File: src/rtl/lsd_pkg.sv
// ----------------------------------------------------------------------------
// lsd_pkg - shared types and constants for the LIFO stack with dump
// Command and status codes, reset values and the controller/datapath
// interface structs.
// ----------------------------------------------------------------------------
`default_nettype none

package lsd_pkg;

  localparam int DEPTH_DEF = 64;

  localparam int WORD_W = 32;
  localparam int CMD_W  = 2;
  localparam int STAT_W = 2;
  localparam int POS_W  = 6;
  localparam int CAP_W  = 7;

  localparam logic [CAP_W-1:0] CAP_RESET = 7'd64;

  // configuration register indexes
  localparam logic REG_CAPACITY = 1'b0;

  typedef enum logic [CMD_W-1:0] {
    CMD_PUSH = 2'd0,
    CMD_POP  = 2'd1,
    CMD_VIEW = 2'd2,
    CMD_NONE = 2'd3
  } cmd_code_t;

  typedef enum logic [STAT_W-1:0] {
    ST_OK        = 2'd0,
    ST_OVERFLOW  = 2'd1,
    ST_UNDERFLOW = 2'd2,
    ST_RSVD      = 2'd3
  } stat_code_t;

  // controller -> datapath
  typedef struct packed {
    logic push_ok;     // write word, bump count, answer ok
    logic push_ovf;    // answer overflow
    logic underflow;   // answer underflow
    logic pop_start;   // drop count, read the popped top entry
    logic view_start;  // clear walk index, enter view mode
    logic rd_issue;    // read entry at walk index
    logic emit;        // load output with read data
  } ctl_cmd_t;

  // datapath -> controller
  typedef struct packed {
    logic empty;
    logic full;
    logic out_free;
    logic last_item;
  } ctl_sts_t;

endpackage

`default_nettype wire

File: src/rtl/lifo_stack_with_dump_top.sv
// ----------------------------------------------------------------------------
// lifo_stack_with_dump_top - bounded LIFO stack of signed words with dump
// Push, pop and view (dump all entries bottom to top) on a stack of up to
// DEPTH 32-bit words, with an APB-style capacity register.
// ----------------------------------------------------------------------------
//
//  channel | direction | handshake          | payload
//  --------+-----------+--------------------+---------------------------------
//  in_     | input     | in_valid/in_stall  | in_cmd, in_push_value
//  out_    | output    | out_valid/out_stall| out_status, out_data_word,
//          |           |                    | out_position, out_last
//  cfg_    | input     | APB psel/penable   | cfg_paddr, cfg_pwdata/prdata
//
//  Push, overflow and underflow answers appear in the cycle after the
//  transaction. A pop reads the top entry and then emits it; a view starts,
//  then reads and emits each stored entry in turn. Both are paced by the
//  single registered read port of the stack RAM.
//  The input is stalled while a pop or view is in progress and while a
//  result waits in a stalled output register. Synchronous active-low reset
//  empties the stack and sets capacity to 64; RAM contents are not cleared.
// ----------------------------------------------------------------------------
`default_nettype none

module lifo_stack_with_dump_top #(
  parameter int DEPTH = lsd_pkg::DEPTH_DEF
) (
  input  wire logic                        clk,
  input  wire logic                        rst_n,
  // input transactions
  input  wire logic                        in_valid,
  output logic                             in_stall,
  input  wire logic [lsd_pkg::CMD_W-1:0]   in_cmd,
  input  wire logic signed [lsd_pkg::WORD_W-1:0] in_push_value,
  // result transactions
  output logic                             out_valid,
  input  wire logic                        out_stall,
  output logic      [lsd_pkg::STAT_W-1:0]  out_status,
  output logic signed [lsd_pkg::WORD_W-1:0] out_data_word,
  output logic      [lsd_pkg::POS_W-1:0]   out_position,
  output logic                             out_last,
  // configuration
  input  wire logic                        cfg_psel,
  input  wire logic                        cfg_penable,
  input  wire logic                        cfg_pwrite,
  input  wire logic [2:0]                  cfg_paddr,
  input  wire logic [31:0]                 cfg_pwdata,
  output logic      [31:0]                 cfg_prdata,
  output logic                             cfg_pready
);

  lsd_pkg::ctl_cmd_t ctl_cmd;
  lsd_pkg::ctl_sts_t ctl_sts;

  logic [lsd_pkg::CAP_W-1:0] capacity_r, capacity_nxt;
  logic                      cfg_sel_cap;
  logic [lsd_pkg::WORD_W-1:0] dp_word;

  // Word address lives in paddr[2]; only the capacity register exists.
  assign cfg_sel_cap = (cfg_paddr[2] == lsd_pkg::REG_CAPACITY);
  assign cfg_pready  = 1'b1;
  assign cfg_prdata  = cfg_sel_cap ? 32'(capacity_r) : 32'd0;

  always_comb begin
    capacity_nxt = capacity_r;
    // commit the write in the access phase
    if (cfg_psel && cfg_penable && cfg_pwrite && cfg_sel_cap) begin
      capacity_nxt = cfg_pwdata[lsd_pkg::CAP_W-1:0];
    end
  end

  always_ff @(posedge clk) begin
    if (!rst_n) begin
      capacity_r <= lsd_pkg::CAP_RESET;
    end else begin
      capacity_r <= capacity_nxt;
    end
  end

  // Sequencer: decode commands, hold off input during pop and view walks.
  lsd_ctrl u_ctrl (
    .clk      (clk),
    .rst_n    (rst_n),
    .in_valid (in_valid),
    .in_stall (in_stall),
    .in_cmd   (in_cmd),
    .sts      (ctl_sts),
    .cmd      (ctl_cmd)
  );

  // Storage, count and output register.
  lsd_datapath #(
    .DEPTH (DEPTH)
  ) u_dp (
    .clk           (clk),
    .rst_n         (rst_n),
    .cmd           (ctl_cmd),
    .sts           (ctl_sts),
    .capacity      (capacity_r),
    .push_value    (in_push_value),
    .out_valid     (out_valid),
    .out_stall     (out_stall),
    .out_status    (out_status),
    .out_data_word (dp_word),
    .out_position  (out_position),
    .out_last      (out_last)
  );

  assign out_data_word = dp_word;

`ifndef ASSERT_OFF
  a_cap_write: assert property (@(posedge clk) disable iff (!rst_n)
    (cfg_psel && cfg_penable && cfg_pwrite && cfg_sel_cap)
      |=> capacity_r == $past(cfg_pwdata[lsd_pkg::CAP_W-1:0]))
    else $error("capacity write lost");

  a_status_code: assert property (@(posedge clk) disable iff (!rst_n)
    out_valid |-> (out_status != lsd_pkg::ST_RSVD))
    else $error("reserved status on output");

  a_zero_on_error: assert property (@(posedge clk) disable iff (!rst_n)
    (out_valid && (out_status != lsd_pkg::ST_OK)) |-> (out_data_word == '0) && out_last)
    else $error("error result carries data or is not final");
`endif

endmodule

`default_nettype wire

File: src/rtl/lsd_ram.sv
// ----------------------------------------------------------------------------
// lsd_ram - generic single-write, single-read RAM
// One write port and one read port with registered, enabled read data.
// ----------------------------------------------------------------------------
`default_nettype none

module lsd_ram #(
  parameter int WIDTH = 32,
  parameter int DEPTH = 64,
  localparam int AW = (DEPTH > 1) ? $clog2(DEPTH) : 1
) (
  input  wire logic             clk,
  input  wire logic             we,
  input  wire logic [AW-1:0]    waddr,
  input  wire logic [WIDTH-1:0] wdata,
  input  wire logic             re,
  input  wire logic [AW-1:0]    raddr,
  output logic      [WIDTH-1:0] rdata
);

  logic [WIDTH-1:0] mem [DEPTH];
  logic [WIDTH-1:0] rdata_r;

  always_ff @(posedge clk) begin
    if (we) begin
      mem[waddr] <= wdata;
    end
    if (re) begin
      rdata_r <= mem[raddr];
    end
  end

  assign rdata = rdata_r;

endmodule

`default_nettype wire

File: src/rtl/lsd_datapath.sv
// ----------------------------------------------------------------------------
// lsd_datapath - stack storage, entry count, walk index and output register
// Executes controller commands and reports stack and output status.
// ----------------------------------------------------------------------------
`default_nettype none

module lsd_datapath #(
  parameter int DEPTH = lsd_pkg::DEPTH_DEF
) (
  input  wire logic                          clk,
  input  wire logic                          rst_n,
  input  wire lsd_pkg::ctl_cmd_t             cmd,
  output lsd_pkg::ctl_sts_t                  sts,
  input  wire logic [lsd_pkg::CAP_W-1:0]     capacity,
  input  wire logic [lsd_pkg::WORD_W-1:0]    push_value,
  output logic                               out_valid,
  input  wire logic                          out_stall,
  output logic      [lsd_pkg::STAT_W-1:0]    out_status,
  output logic      [lsd_pkg::WORD_W-1:0]    out_data_word,
  output logic      [lsd_pkg::POS_W-1:0]     out_position,
  output logic                               out_last
);

  localparam int AW   = (DEPTH > 1) ? $clog2(DEPTH) : 1;
  localparam int CNTW = $clog2(DEPTH + 1);

  logic [CNTW-1:0] count_r, count_nxt;
  logic [AW-1:0]   idx_r, idx_nxt;
  logic            view_r, view_nxt;
  logic            out_valid_r, out_valid_nxt;
  logic [lsd_pkg::STAT_W-1:0] status_r, status_nxt;
  logic [lsd_pkg::WORD_W-1:0] word_r, word_nxt;
  logic [lsd_pkg::POS_W-1:0]  pos_r, pos_nxt;
  logic            last_r, last_nxt;

  logic [CNTW-1:0] count_dec;
  logic            ram_re;
  logic [AW-1:0]   ram_raddr;
  logic [lsd_pkg::WORD_W-1:0] ram_rdata;

  assign count_dec = count_r - CNTW'(1);
  assign ram_re    = cmd.pop_start | cmd.rd_issue;
  assign ram_raddr = cmd.pop_start ? count_dec[AW-1:0] : idx_r;

  lsd_ram #(
    .WIDTH (lsd_pkg::WORD_W),
    .DEPTH (DEPTH)
  ) u_ram (
    .clk   (clk),
    .we    (cmd.push_ok),
    .waddr (count_r[AW-1:0]),
    .wdata (push_value),
    .re    (ram_re),
    .raddr (ram_raddr),
    .rdata (ram_rdata)
  );

  always_comb begin
    sts.empty     = (count_r == '0);
    sts.full      = (8'(count_r) >= 8'(capacity)) || (32'(count_r) >= DEPTH);
    sts.out_free  = !out_valid_r || !out_stall;
    sts.last_item = !view_r || ((CNTW'(idx_r) + CNTW'(1)) == count_r);
  end

  always_comb begin
    count_nxt     = count_r;
    idx_nxt       = idx_r;
    view_nxt      = view_r;
    out_valid_nxt = out_valid_r && out_stall;
    status_nxt    = status_r;
    word_nxt      = word_r;
    pos_nxt       = pos_r;
    last_nxt      = last_r;
    if (cmd.push_ok || cmd.push_ovf || cmd.underflow) begin
      out_valid_nxt = 1'b1;
      word_nxt      = '0;
      pos_nxt       = '0;
      last_nxt      = 1'b1;
      if (cmd.push_ok) begin
        status_nxt = lsd_pkg::ST_OK;
        count_nxt  = count_r + CNTW'(1);
      end else if (cmd.push_ovf) begin
        status_nxt = lsd_pkg::ST_OVERFLOW;
      end else begin
        status_nxt = lsd_pkg::ST_UNDERFLOW;
      end
    end
    if (cmd.pop_start) begin
      count_nxt = count_dec;
      idx_nxt   = '0;
      view_nxt  = 1'b0;
    end
    if (cmd.view_start) begin
      idx_nxt  = '0;
      view_nxt = 1'b1;
    end
    if (cmd.emit) begin
      out_valid_nxt = 1'b1;
      status_nxt    = lsd_pkg::ST_OK;
      word_nxt      = ram_rdata;
      pos_nxt       = view_r ? lsd_pkg::POS_W'(idx_r) : '0;
      last_nxt      = sts.last_item;
      idx_nxt       = idx_r + AW'(1);
    end
  end

  always_ff @(posedge clk) begin
    if (!rst_n) begin
      count_r     <= '0;
      idx_r       <= '0;
      view_r      <= 1'b0;
      out_valid_r <= 1'b0;
    end else begin
      count_r     <= count_nxt;
      idx_r       <= idx_nxt;
      view_r      <= view_nxt;
      out_valid_r <= out_valid_nxt;
    end
    status_r <= status_nxt;
    word_r   <= word_nxt;
    pos_r    <= pos_nxt;
    last_r   <= last_nxt;
  end

  assign out_valid     = out_valid_r;
  assign out_status    = status_r;
  assign out_data_word = word_r;
  assign out_position  = pos_r;
  assign out_last      = last_r;

`ifndef ASSERT_OFF
  a_count_bound: assert property (@(posedge clk) disable iff (!rst_n)
    32'(count_r) <= DEPTH)
    else $error("entry count above depth");

  a_push_bumps: assert property (@(posedge clk) disable iff (!rst_n)
    cmd.push_ok |=> count_r == $past(count_r) + CNTW'(1))
    else $error("push did not advance entry count");

  a_pop_nonempty: assert property (@(posedge clk) disable iff (!rst_n)
    (cmd.pop_start || cmd.view_start || cmd.rd_issue) |-> !sts.empty)
    else $error("stack read while empty");

  a_load_free: assert property (@(posedge clk) disable iff (!rst_n)
    (cmd.emit || cmd.push_ok || cmd.push_ovf || cmd.underflow) |-> sts.out_free)
    else $error("output register overwritten while stalled");
`endif

endmodule

`default_nettype wire

File: src/rtl/lsd_ctrl.sv
// ----------------------------------------------------------------------------
// lsd_ctrl - command sequencer for the LIFO stack
// Decodes input transactions and steps pops and view walks through the
// datapath.
// ----------------------------------------------------------------------------
`default_nettype none

module lsd_ctrl (
  input  wire logic                         clk,
  input  wire logic                         rst_n,
  input  wire logic                         in_valid,
  output logic                              in_stall,
  input  wire logic [lsd_pkg::CMD_W-1:0]    in_cmd,
  input  wire lsd_pkg::ctl_sts_t            sts,
  output lsd_pkg::ctl_cmd_t                 cmd
);

  typedef enum logic [1:0] {
    S_IDLE,
    S_READ,
    S_EMIT
  } state_t;

  state_t state_r, state_nxt;

  always_comb begin
    state_nxt = state_r;
    cmd       = '0;
    in_stall  = 1'b1;
    case (state_r)
      S_IDLE: begin
        in_stall = !sts.out_free;
        if (in_valid && sts.out_free) begin
          case (lsd_pkg::cmd_code_t'(in_cmd))
            lsd_pkg::CMD_PUSH: begin
              cmd.push_ok  = !sts.full;
              cmd.push_ovf = sts.full;
            end
            lsd_pkg::CMD_POP: begin
              if (sts.empty) begin
                cmd.underflow = 1'b1;
              end else begin
                cmd.pop_start = 1'b1;
                state_nxt     = S_EMIT;
              end
            end
            lsd_pkg::CMD_VIEW: begin
              if (sts.empty) begin
                cmd.underflow = 1'b1;
              end else begin
                cmd.view_start = 1'b1;
                state_nxt      = S_READ;
              end
            end
            default: begin
              // unused code: drop the transaction
            end
          endcase
        end
      end
      S_READ: begin
        cmd.rd_issue = 1'b1;
        state_nxt    = S_EMIT;
      end
      S_EMIT: begin
        if (sts.out_free) begin
          cmd.emit  = 1'b1;
          state_nxt = sts.last_item ? S_IDLE : S_READ;
        end
      end
      default: begin
        state_nxt = S_IDLE;
      end
    endcase
  end

  always_ff @(posedge clk) begin
    if (!rst_n) begin
      state_r <= S_IDLE;
    end else begin
      state_r <= state_nxt;
    end
  end

`ifndef ASSERT_OFF
  a_busy_stalls: assert property (@(posedge clk) disable iff (!rst_n)
    (state_r != S_IDLE) |-> in_stall)
    else $error("input taken while a command is in progress");

  a_last_returns: assert property (@(posedge clk) disable iff (!rst_n)
    (cmd.emit && sts.last_item) |=> (state_r == S_IDLE))
    else $error("sequencer did not return to idle after final result");

  a_read_then_emit: assert property (@(posedge clk) disable iff (!rst_n)
    (state_r == S_READ) |=> (state_r == S_EMIT))
    else $error("read not followed by emit");
`endif

endmodule

`default_nettype wire
File: config.mk
export PLATFORM = sky130hd
export DESIGN_NAME = lifo_stack_with_dump_top
export DESIGN_NICKNAME = d
export VERILOG_FILES = /design/src/rtl/lsd_pkg.sv /design/src/rtl/lifo_stack_with_dump_top.sv /design/src/rtl/lsd_ram.sv /design/src/rtl/lsd_datapath.sv /design/src/rtl/lsd_ctrl.sv
export SDC_FILE = /design/constraint.sdc
export NUM_CORES = 2
export LEC_CHECK = 0
export BUFFER_PORTS_ARGS = -buffer_cell sky130_fd_sc_hd__buf_2
export CAP_MARGIN = 5
export CORE_ASPECT_RATIO = 1.2
export CORE_MARGIN = 3
export CORE_UTILIZATION = 40
export CTS_BUF_LIST = sky130_fd_sc_hd__clkbuf_4 sky130_fd_sc_hd__clkbuf_8
export CTS_CLUSTER_SIZE = 28
export DETAILED_ROUTE_END_ITERATION = 8
export GPL_TIMING_DRIVEN = 0
export MAX_ROUTING_LAYER = met4
export PLACE_DENSITY_LB_ADDON = 0.08
export SETUP_SLACK_MARGIN = 0.5
export SLEW_MARGIN = 40
export SYNTH_ARGS = -nofsm -noshare
export SYNTH_HDL_FRONTEND = slang
export SYNTH_SLANG_ARGS = --single-unit
File: constraint.sdc
create_clock -name clk -period 5.5 [get_ports clk]
set_clock_uncertainty 0.15 [all_clocks]
set_input_delay 0.55 -clock clk [delete_from_list [all_inputs] [get_ports clk]]
set_output_delay 0.55 -clock clk [all_outputs]
set_load 0.01 [all_outputs]
# --- Word level (Yosys, flattened, before mapping) ---
# Memories as Yosys holds them, arrays and structs flattened. A register that Yosys moved wholly into a read port is not among the register bits.
# Cells that the tools add are included.
word_totals:
  word_cells: 97
  rom_bits: 0
  ram_bits: 2048
  output_inout_bits: 76
  inputBits: 76
  mem_count: 1
  latch_bits: 0
  regBits: 65
op_classes:
  div: 0
  magnitude_cmp: 2
  shifts: 0
  mux: 42
  bitwise: 2
  multipliers: 0
  n_eq_ne: 10
  reduce_logical: 26
  add_sub_neg: 4
mem_list:
  columns: ["name", "depth", "width", "read_ports", "rd_clocked_by_memory_dff", "write_ports", "line_no", "rtl"]
  rows:
  - ["u_dp.u_ram.mem", 64, 32, 1, 1, 1, "lsd_ram.sv:21", "logic [WIDTH-1:0] mem [DEPTH];"]
ops:
  columns: ["operator", "n"]
  rows:
  - ["32-bit two-way mux", 2]
  - ["6-bit two-way mux", 7]
  - ["7-bit two-way mux", 4]
  - ["1-bit two-way mux", 18]
  - ["2-bit two-way mux", 7]
  - ["5-bit two-way mux", 2]
  - ["3-bit inequality test (second input constant)", 3]
  - ["2-bit nonzero test", 4]
  - ["6-bit by 1-bit adder with 7-bit output (second input constant)", 1]
  - ["7-bit by 1-bit adder with 7-bit output (second input constant)", 1]
  - ["7-bit equality test", 1]
  - ["7-bit >= comparator", 1]
  - ["7-bit >= comparator (second input constant)", 1]
  - ["7-bit logical NOT", 1]
  - ["7-bit by 1-bit subtractor with 7-bit output (second input constant)", 1]
  - ["6-bit by 1-bit adder with 6-bit output (second input constant)", 1]
  - ["2-bit case mux with 3 select lines", 1]
  - ["1-bit logical AND", 5]
  - ["1-bit logical NOT", 5]
  - ["1-bit logical OR", 5]
  - ["5-bit AND reduction", 1]
  - ["2-bit by 1-bit equality test with 1-bit output (second input constant)", 2]
  - ["2-bit equality test (second input constant)", 2]
  - ["2-bit logical NOT", 2]
  - ["7 further kinds", 8]

# --- Longest topological paths before layout ---
depth:
  depth_word: 10
  mapped_depth: 16
  depth_no_buf: 10

# --- Modules after synthesis ---
# A second synthesis with hierarchy kept.
unflattened:
  cells_unflattened: 3671
  hier_area_um2: 82395.3
modules_own_cells:
  columns: ["module", "instances", "seq_area_each_um2", "area_each_um2", "cells_each"]
  rows:
  - ["lsd_ram", 1, 62459.9, 78835.6, 3324]
  - ["lsd_datapath", 1, 1511.4, 2757.6, 252]
  - ["lifo_stack_with_dump_top", 1, 140.1, 556.8, 66]
  - ["lsd_ctrl", 1, 40.0, 245.2, 29]

# --- Least setup slack after synthesis ---
# Ideal clock, no wire load.
synth_path:
  path_kind: "reg2reg"
  from: "register u_dp.count_r[0]"
  to: "memory u_dp.u_ram.mem[47][0] (enable)"
  arrival_ns: 3.894
  setup_ns: 0.421
  path_stages_with_launch: 12
  t_required_ns: 4.929
  path_buffers: 2
  setup_slack_ns: 1.035
  cell_sequence: "dfxtp_1 > clkbuf_1 > inv_1 > ha_1 > nand2b_1 > a21o_1 > a21oi_1 > o21ai_0 > a311oi_1 > clkbuf_1 > nand4b_1 > nor2_1"
synth_via:
  elab_chain_cells: 8
  elab_cells_between_ends: 9
  cone_classes: "2 x order compare; 5 x mux; 2 x reduce/logical"
synth_lines:
  columns: ["item", "line_no", "rtl"]
  rows:
  - ["start, declared", "lsd_datapath.sv:27", "logic [CNTW-1:0] count_r, count_nxt;"]
  - ["start signal, assigned", "lsd_datapath.sv:114", "count_r <= count_nxt;"]
  - ["7-bit >= comparator", "lsd_datapath.sv:60", "sts.full = (8'(count_r) >= 8'(capacity)) || (32'(count_r) >= DEPTH);"]
  - ["1-bit logical OR", "lsd_datapath.sv:60", null]
  - ["1-bit logical NOT", "lsd_ctrl.sv:36", "cmd.push_ok = !sts.full;"]
  - ["2-bit two-way mux", "lsd_ctrl.sv:34", "case (lsd_pkg::cmd_code_t'(in_cmd))"]
  - ["5-bit two-way mux", "lsd_ctrl.sv:33", "if (in_valid && sts.out_free) begin"]
  - ["5-bit two-way mux", "lsd_ctrl.sv:30", "case (state_r)"]
  - ["1-bit two-way mux", "lsd_ram.sv:25", "if (we) begin"]
  - ["1-bit two-way mux (implied by the code)", "lsd_ram.sv:26", "mem[waddr] <= wdata;"]
  - ["end, declared", "lsd_ram.sv:21", null]
# Parallel ways exist; a longest one is shown, timed or not.

# --- Worst setup path after layout ---
layout_path:
  from: "register u_dp.count_r[0]"
  to: "register u_dp.u_ram.rdata_r[11] (netlist: u_dp.u_ram.rdata[11]), read port of u_dp.u_ram.mem, data pin"
layout_via:
  elab_chain_cells: 6
  elab_cells_between_ends: 8
  cone_classes: "1 x add/sub; 5 x mux; 1 x bitwise; 1 x reduce/logical"
layout_lines:
  columns: ["item", "line_no", "rtl"]
  rows:
  - ["7-bit logical NOT", "lsd_datapath.sv:59", "sts.empty = (count_r == '0);"]
  - ["1-bit two-way mux", "lsd_ctrl.sv:40", "if (sts.empty) begin"]
  - ["1-bit two-way mux", "lsd_ctrl.sv:34", null]
  - ["5-bit two-way mux", "lsd_ctrl.sv:33", null]
  - ["5-bit two-way mux", "lsd_ctrl.sv:30", null]
  - ["6-bit two-way mux or 1-bit bitwise OR (tied branches)", "lsd_datapath.sv:43, lsd_datapath.sv:42", null]
  - ["end, declared", "lsd_ram.sv:22", "logic [WIDTH-1:0] rdata_r;"]
# Parallel ways exist; a longest one is shown, timed or not.
# A chain may end at the register's enable or synchronous reset.

==> results <==
- The flow ran to the end, and the final reports show no timing, DRC or antenna violations.
- The type of the worst setup path is reg -> reg.
- The sequential share of power is between 50% and 60%.
- The multi-input combinational cells in the finished layout cover a total of between 15000 and 20000 sq um.
- The most used flip-flop cell after synthesis is edfxtp_1.
- The clock-pin slew of the registers on the worst-case setup and hold paths is 0.06 ns.
- The placer's final routability congestion estimate is between 0.9 and 1.
- Leaving out filler cells and counting taps, the final layout contains approximately 10k.
- Summed over all cells, the static leakage comes to around 36 nW.
- The synthesized netlist devotes less than 1% of its cell area to adder and majority cells.
- The number of max-capacitance violations reported is 0.
- Summing the areas of all xor and xnor instances in the mapped netlist gives 0.1666% of the synthesized area.
- The area of the core is around 210000 sq um.
- The global-route usage over all layers is about a third.
- After detailed routing, the average wire length per cell comes to roughly 33 um.
- The shortest clock period the worst path allows after layout is a little over 5 ns.
- Yosys mapped the design onto 60 distinct sky130hd cell types.
- The count of antenna-violating nets left after detailed routing is 0.
- The normalized max-slew margin is 35.91%.
- The sum of net half-perimeters after detailed placement is between 200 and 250 mm.
- The global-route congestion overflow total is 0.
- Across the whole layout, storage elements account for 64150 sq um.
- After detailed routing, the number of remaining DRC violations is 0.
- The number of endpoints with negative hold slack in the final report came to 0.
- The die extent in y is just over 500 um.
- Power spread over the standard cell area amounts to 344.4 nW/um^2.
- The number of buffers inserted during clock tree synthesis is around 370.
- The first detailed-routing pass took 6 iterations.
- In this run the worst path has a maximum fanout of 10.
- For this run, the share of the core covered by cells in the final layout is 48.85%.
- The synthesized netlist devotes about 1.7% of its cell area to compound gates.
- The synthesis-to-layout area growth is 20.88%.
- The latest clock arrival within the worst-skew pair is 1.07 ns.
- The startpoint type of the worst setup path is a flip-flop.
- Summing the sequential cell areas from Yosys gives 76.26% of the chip area.
- In this run the core area contains roughly 180 standard-cell rows.
- The number of DRC markers after the initial detailed-route iteration is 8019.
- The most used standard cell by instance count after synthesis is edfxtp_1.
- Counting the fill cells in the layout gives 18.36k.
- Entering global routing, the biggest net connects 65 pins.
- The worst hold path belongs to the class in -> reg.
- The TritonCTS sink count is between 2k and 2.5k.
- The first global-routing pass estimated 462.1 mm of wire.
- The die covers 215900 sq um.
- The number of vias after detailed routing is 59.14k.
- The number of levels in the clock H-tree is 5.
- Once the floorplan was initialized, standard cells occupied 40.42% of the core.
- Timing would allow up to 0.1984 GHz.
- The post-placement cell count is between 9k and 10k.
- The fraction of layout cells with a size suffix above 1 is between 10% and 20%.
- The cell accounting for the most synthesized area is edfxtp_1.
- STA classifies the critical path endpoint as a flip-flop.
- The library cell used as clock root buffer is clkbuf_8.
- The number of synthesized flops with an enable pin is approximately 2.1k.
- The combined area of all synthesized cells is about 84000 sq um.
- In the post-synthesis netlist, the biggest area contributors are edfxtp_1, nand2_1, nand3_1.
- Setup violations remaining at the end of the flow were counted as 0.
- The worst vdd rail ir drop is just under 0.3 mV.
- Dividing the detail-routed via count by the number of cells gives 5.705.
- The count of yosys warnings during synthesis is 0.
- The number of nets in the finished design is roughly 7.3k.
- After synthesis, the share of flip-flops with an asynchronous set or reset is 0%.
- The wire length on met2 is roughly 160 mm.
- Each instance of the synthesized netlist takes up on average roughly 13 sq um.
- The top metal layer carrying routed signals is met4.
- By count the netlist is led by edfxtp_1, nand2_1, nand3_1, clkbuf_1, nand4_1.
- For the pin with the worst max-slew slack, the measured transition is just under 1 ns.
- The initial antenna violation count is between 40 and 50.
- The internal power consumption is roughly 0.026 W.
- The routed design has 343.5 mm of wire.
- Synthesis handed over a netlist of between 6k and 7k instances.
- The largest family of logic cells by synthesized area is simple AND/OR/NAND/NOR gates.
- The maximum root-to-sink buffer count is 4.
- The sum of routed wire segments on met1 is ~130 mm.
- The data required time of the critical path is between 6 and 7 ns.
- between 150 and 200 I/O pins were placed.
- The combinational fraction of design power is around 8.8%.
- The share of the synthesized area in the top cell type is between 70% and 80%.
- The via count of the first global-routing pass is about 55k.
- The clock network accounts for about two fifths of the total power.
- The simple-gate portion of the synthesized area is 18.60%.
- After detailed routing, the met3 layer carries between 20 and 30 mm of wire.
- The number of max-slew violations in the final report is 0.
- The part of the cycle the worst path needs is about nine tenths.
- The critical path data arrival time is ~5.7 ns.
- From left edge to right edge, the die measures about 420 um.
- The fraction of power spent switching nets is 25.33%.
- For the final routed database, the setup TNS stands at 0 ns.
- Setup repair after global routing could not meet its margin everywhere.
- The net switching component of the power is 0.008868 W.
- In this run the tool buffered the top-level ports with 98 buffer cells.
- After synthesis the netlist holds a flip-flop and latch count of 2145.
- The multiplexer share of the synthesized area is less than 1%.
- The TritonCTS clock tree is built.
-- critical path: stages, from the launching register on --
cell        delay [ns]
dfxtp_1           0.37
clkbuf_4          0.27
clkinvlp_4        0.15
ha_2              0.24
nor4b_4           0.16
buf_4             0.16
a2111oi_4         0.46
a21oi_4           0.19
buf_2             0.36
clkbuf_2          0.35
nand2_1           0.15
nand3_1           0.08
nand3_1           0.16
nand4_1           0.72
or4_4             0.79
-- final cells by class --
| class | instances | share of cell area, % |
|---|---|---|
| inverters | 16 | 0.06522 |
| clock buffers | 499 | 5.979 |
| plain buffers | 424 | 2.216 |
| flip-flops and latches | 2145 | 63.09 |
| diodes | 100 | 0.2461 |
| multi-input cells | 3897 | 18.42 |
| well taps | 2775 | 3.415 |
| repair buffers | 389 | 5.950 |
| clock inverters | 121 | 0.6165 |
-- state kept, by name (all words and copies together) (netlist names) --
name                cells
u_dp.out_data_word     32
u_dp.view_r             1
u_dp.out_last           1
u_dp.count_r            7
capacity_r              7
u_dp.idx_r              6
u_dp.out_position       6
u_dp.u_ram.mem       2048
u_dp.u_ram.rdata       32
u_dp.out_valid          1
u_dp.out_status         2
u_ctrl.state_r          2
-- cells in the final DEF (no fill, tap or decap), types with 81 or more instances in the layout --
cell type / n
edfxtp_1: 2119
nand2_1: 2053
nand3_1: 1090
clkbuf_8: 377
buf_2: 219
nand4_1: 180
clkbuf_4: 143
a31oi_1: 132
buf_16: 113
diode_2: 100
clkbuf_1: 97
clkinv_1: 95
buf_4: 81
-- final timing paths --
path         depth (start not counted)  slack [ns]                       startpoint                              end
max                                 14        0.46     u_dp.count_r[0]$_SDFFE_PN0P_   u_dp.u_ram.rdata[11]$_DFFE_PP_
min reg2reg                          2        0.34  u_dp.out_status[0]$_SDFFE_PP0P_  u_dp.out_status[0]$_SDFFE_PP0P_
min                                  3        0.19                            rst_n     u_dp.count_r[0]$_SDFFE_PN0P_
max reg2reg                         14        0.46     u_dp.count_r[0]$_SDFFE_PN0P_   u_dp.u_ram.rdata[11]$_DFFE_PP_
-- per-layer routing --
layer	up-vias	global-route usage, %
met2	3310	50.40
met4	0	18.45
met1	29984	39.89
met3	707	5.334
li1	25137	-
met5	-	-
-- repair_timing --
item                       in CTS  in global routing
setup buffers                   7                 11
resized for setup             133                 25
hold buffers                   63                  0
hold endpoints to repair     2029                  0
pin swaps                      16                  7
setup endpoints to repair     377                105
-- through the flow --
stage / hold WS, ns / area (sq um) / total power [W] / setup WS [ns]
floorplan: 0.3356 / 84210 / 0.01978 / 1.035
global placement: 0.3080 / 88170 / 0.02125 / -2.457
detailed placement: 0.3218 / 93520 / 0.02138 / -0.6269
CTS: 0.09077 / 101300 / 0.03509 / 0.4478
global route: 0.1647 / 101700 / 0.03603 / 0.3641
finish: 0.1920 / 101700 / 0.03501 / 0.4588
-- power by group through the flow --
| stage | logic, W | registers, W | clock network (W) |
|---|---|---|---|
| final | 0.00309 | 0.0181 | 0.0138 |
| after global routing | 0.00325 | 0.0181 | 0.0147 |
| after CTS | 0.00304 | 0.0181 | 0.0140 |
| after detailed placement | 0.00295 | 0.0184 | 0 |
| after global placement | 0.00279 | 0.0185 | 0 |
| after floorplan | 0.00132 | 0.0185 | 0 |
-- kinds of logic after synthesis --
logic type                 after synthesis
xor gates and xnor gates                16
DFF                                   2145
AOI/OAI and AO/OA                      217
adders and majority gates               13
muxes                                   54
other                                    2
and+or+nand+nor                       3571
buffers and inverters                  440
Note: power is estimated with default switching activity, not from simulation.
